`src/design/bdl_pkg.sv`:
```
`timescale 1ns / 1ps
// ----------------------------------------------------------------------------
// Bounded double-ended list: shared package
// Sizes, command and status codes, and the control word that the list
// controller broadcasts to every storage cell.
// ----------------------------------------------------------------------------
package bdl_pkg;

  // Storage sizing.
  localparam int CAPACITY      = 256;
  localparam int ELEMENT_WIDTH = 32;
  localparam int IDX_W         = (CAPACITY > 1) ? $clog2(CAPACITY) : 1;
  localparam int CNT_W         = $clog2(CAPACITY + 1);

  typedef logic [ELEMENT_WIDTH-1:0] elem_t;
  typedef logic [IDX_W-1:0]         idx_t;

  // Command codes on the input channel.
  typedef enum logic [2:0] {
    CMD_INS_HEAD = 3'd0,
    CMD_INS_TAIL = 3'd1,
    CMD_REM_HEAD = 3'd2,
    CMD_REM_TAIL = 3'd3,
    CMD_RD_INDEX = 3'd4,
    CMD_RD_HEAD  = 3'd5,
    CMD_RD_TAIL  = 3'd6
  } command_e;

  // Status codes on the result channel.
  typedef enum logic [1:0] {
    ST_OK   = 2'd0,
    ST_FULL = 2'd1,
    ST_MISS = 2'd2
  } status_e;

  // Data operation that every cell applies in the same cycle.
  typedef enum logic [1:0] {
    CELL_HOLD,
    CELL_SHIFT_UP,
    CELL_SHIFT_DOWN,
    CELL_WRITE
  } cell_op_e;

  // Operation on the read chain that runs alongside the data chain.
  typedef enum logic [1:0] {
    RD_HOLD,
    RD_LOAD,
    RD_SHIFT
  } rd_op_e;

  typedef struct packed {
    cell_op_e op;
    rd_op_e   rd_op;
    idx_t     wr_idx;
    elem_t    wr_data;
  } cell_ctrl_t;

endpackage

```
`src/design/bdl_cell.sv`:
```
`timescale 1ns / 1ps
// ----------------------------------------------------------------------------
// Bounded double-ended list: storage cell
// Holds one element and one read-chain stage. Data moves one cell toward
// the tail or the head on a shift, and the read chain moves toward cell 0.
// ----------------------------------------------------------------------------
module bdl_cell
  import bdl_pkg::*;
(
  input  logic       clk_i,
  input  cell_ctrl_t ctrl_i,
  input  idx_t       idx_i,
  input  elem_t      prev_data_i,
  input  elem_t      next_data_i,
  input  elem_t      next_rd_i,
  output elem_t      data_o,
  output elem_t      rd_o
);

  elem_t data_q;
  elem_t rd_q;

  // Element register: shift, targeted write or hold.
  always_ff @(posedge clk_i) begin
    case (ctrl_i.op)
      CELL_SHIFT_UP:   data_q <= prev_data_i;
      CELL_SHIFT_DOWN: data_q <= next_data_i;
      CELL_WRITE: begin
        if (ctrl_i.wr_idx == idx_i) begin
          data_q <= ctrl_i.wr_data;
        end
      end
      default:         data_q <= data_q;
    endcase
  end

  // Read-chain register: snapshot of the element, then shifts toward the head.
  always_ff @(posedge clk_i) begin
    case (ctrl_i.rd_op)
      RD_LOAD:  rd_q <= data_q;
      RD_SHIFT: rd_q <= next_rd_i;
      default:  rd_q <= rd_q;
    endcase
  end

  assign data_o = data_q;
  assign rd_o   = rd_q;

endmodule

```
`config.mk`:
```
export PLATFORM = sky130hd
export DESIGN_NAME = bdl_cell
export DESIGN_NICKNAME = d
export VERILOG_FILES = /design/src/design/bdl_pkg.sv /design/src/design/bdl_cell.sv
export SDC_FILE = /design/constraint.sdc
export NUM_CORES = 1
export LEC_CHECK = 0
export BUFFER_PORTS_ARGS = -buffer_cell sky130_fd_sc_hd__buf_4
export CAP_MARGIN = 20
export CELL_PAD_IN_SITES_DETAIL_PLACEMENT = 1
export CELL_PAD_IN_SITES_GLOBAL_PLACEMENT = 1
export CORE_MARGIN = 1
export CORE_UTILIZATION = 28
export DETAILED_ROUTE_END_ITERATION = 10
export GPL_TIMING_DRIVEN = 1
export HOLD_SLACK_MARGIN = 0.08
export MAX_ROUTING_LAYER = met4
export PLACE_DENSITY_LB_ADDON = 0.05
export SYNTH_ARGS = -nofsm -noshare
export SYNTH_HDL_FRONTEND = slang
export SYNTH_SLANG_ARGS = --single-unit
```
`constraint.sdc`:
```
create_clock -name clk_i -period 2.21 [get_ports clk_i]
set_input_delay 0.442 -clock clk_i [delete_from_list [all_inputs] [get_ports clk_i]]
set_output_delay 0.442 -clock clk_i [all_outputs]
set_load 0.05 [all_outputs]
```
==> flow_summary_export.csv <==
group,metric,value,unit
outcome,status,"finished clean",
die,dieArea,11500,µm²
run,max_cap_viol_count,0,
timing,slew_violations,0,
setup_path,critPathKind,"in -> reg",
timing,fin_tns_setup,0,ps
timing,worst_pin_slew,556,ps
finish,final_cells,580,
timing,min_period_over_period,67.6,%
worst_hold_path,hold_path_class,"in -> reg",
timing,hold_viol,0,
setup_path,critPathMaxFanout,32,
global_routing,grtUsageTotal,17.7,%
die,core-area,10500,µm²
clock_network,clk_path_buf_depth,2,
global_routing,grt_max_degree,33,
placed_design,dp_slack,374,ps
global_routing,grt_pass1_wl,14700,µm
detailed_routing,antenna_left,0,
timing,finalCriticalPeriod,1490,ps
clock_network,post_cts_buffers,0,
clock_network,numCtsBuffers,9,
global_routing,grt_remaining_overflow,0,
detailed_routing,wl_per_cell,17.0,µm
global_routing,grt_antenna_before_repair,0,
finish,drive_gt1_share,60.4,%
global_routing,grt_pass1_vias,2905,
timing,setup_viol,0,
detailed_routing,drt_first_pass_iters,4,
yosys,synth-async-reset-ratio,0,%
pwr,p_per_area,787,nW/µm²
setup_path,cpLargestDelayFamily,"adder cells",
setup_path,cpPeakStageDelay,540,ps
placed_design,dp.cells,566,
finish,nets,593,
yosys,postSynthAreaPerCell,13.7,µm²
detailed_routing,drcViolationCount,0,
clock_network,path_clk_slew,70,ps
clock_network,clk_latency,340,ps
timing,relSlewSlack,62.9,%
yosys,yosysSeqAreaShare,62.2,%
yosys,synthTopCellsByArea,"edfxtp_1 (62%), mux2_2 (9.5%), a22oi_1 (7.8%), nand2_1 (7.8%), buf_6 (3.6%)",
clock_network,clock_sinks,64,
detailed_routing,vias,2648,
die,ios,213,
yosys,syn_area,3090,µm²
yosys,synth_seq_cells,64,
detailed_routing,detail_route.vias_per_cell,4.57,
yosys,synthTopCellsByCount,"edfxtp_1 (64), nand2_1 (64), a22oi_1 (32), mux2_2 (26), buf_6 (10)",
timing,rsz0062_at_grt,"no",
yosys,synth.distinct_cells,15,
yosys,netlist_instances,226,
setup_path,critPathArrivalTime,1570,ps
setup_path,crit_path_top_delay_cell,"ha_2",
yosys,yosysTopAreaCellShare,62.2,%
pwr,irDropWorstVdd,0.370,mV
setup_path,endpoint_kind,"register",
setup_path,required,2290,ps
yosys,synth_edf_count,64,
setup_path,crit_chain,"buf_4, inv_1, ha_2, nor2_8, nand2_1, nand2_1",
finish,n_antenna_cell,0,
placed_design,dp_hpwl,7630,µm
die,initial_core_util,29.4,%
setup_path,crit_path_start_kind,"input port",
clock_network,htreeDepth,3,
die,rows,37,
clock_network,root_buffer,"clkbuf_8",
die,die_h,107,µm
clock_network,cts_hold_buf,0,
timing,layout_setup_ws,717,ps
yosys,synth-main-ff-cell,"edfxtp_1",
yosys,synth_top_cell_by_area,"edfxtp_1",
setup_path,critPathBufInv,2,
detailed_routing,drtIter0Drc,79,
yosys,yosysWarnings,0,
setup_path,cp_common_cell,"nand2_1",
timing,fin_worst_skew,10.7,ps
timing,fmax,670,MHz
placed_design,gp_congestion,0.838,
yosys,syn-num-nets,378,
clock_network,ctsResizeCount,0,
die,die_w,107,µm
detailed_routing,wirelength,9830,µm
finish,fillers,1144,
pwr,p_leak,2.26,nW
clock_network,cts_tree,"yes",
finish,syn_to_final_growth,60.9,%
placed_design,portBuffers,212,
layer usage:
layer / track usage [%] / wire length (µm)
met5: - / 0
met4: 7.53 / 214
met3: 5.84 / 964
met1: 18.9 / 3660
met2: 30.2 / 4990
flip-flops by register name, indices dropped and copies added, names as in the netlist:
register / cells
rd_o: 32
data_o: 32
where the power goes:
part	switching, W	total, W	leakage [nW]	internal (W)
Clock	0.000434	0.000933	0.0860	0.000499
Combinational	0.000850	0.00136	1.56	0.000508
Sequential	0.0000667	0.00162	0.617	0.00155
worst paths after layout:
kind,startpoint,end,slack [ps],cells after the start
max,ctrl_i[42],data_o[31],720,6
min,prev_data_i[14],data_o[14],370,3
max reg2reg,data_o[2],rd_o[2],1270,1
min reg2reg,data_o[5],rd_o[5],580,1
area by class of cell:
cell class,count,area [µm²],area share (%)
sequential,64,1920,38.7
clock inverter,5,50.0,1.01
tap,136,170,3.42
multi-input combinational,144,1020,20.6
inverter,3,11.3,0.227
timing repair buffer,219,1670,33.6
clock buffer,9,124,2.49
layout by cell type, fill, tap and decap left out:
master / n
ha_2: 3
nor4_1: 2
clkinv_1: 2
nand2_1: 64
a22oi_1: 32
clkinvlp_4: 1
clkbuf_8: 9
buf_12: 2
nor2_1: 1
edfxtp_1: 64
xor2_1: 8
buf_4: 217
inv_1: 3
a31o_2: 1
nor2_8: 1
mux2_4: 6
mux2_2: 26
bufinv_16: 1
clkinv_2: 1
per-stage QoR:
step	hold WS, ps	cell area (µm²)	power (W)	util (%)
final	372	4970	0.00391	47.3
after global routing	362	4970	0.00409	47.3
after CTS	358	4970	0.00396	47.3
after detailed placement	567	4800	0.00302	45.6
after global placement	566	4800	0.00300	45.6
after floorplan	624	3090	0.00248	-
kinds of logic (layout without fill, tap and decap cells):
family | after synthesis | in the layout | synth area share, %
flip-flops | 64 | 64 | 62.2
multiplexers | 32 | 32 | 12.4
XOR/XNOR | 8 | 8 | 2.27
buffers and inverters | 18 | 236 | 4.90
AND/OR/NAND/NOR | 68 | 68 | 8.95
adder cells (fa/ha/maj) | 3 | 3 | 1.22
AO/OA/AOI/OAI | 33 | 33 | 8.06
tightest hold or removal path, delay by kind of cell:
| kind | cells | cell delay [ps] |
|---|---|---|
| buffers and inverters | 1 | 70 |
| AND/OR/NAND/NOR | 2 | 90 |
(Power assumes the default switching activity.)
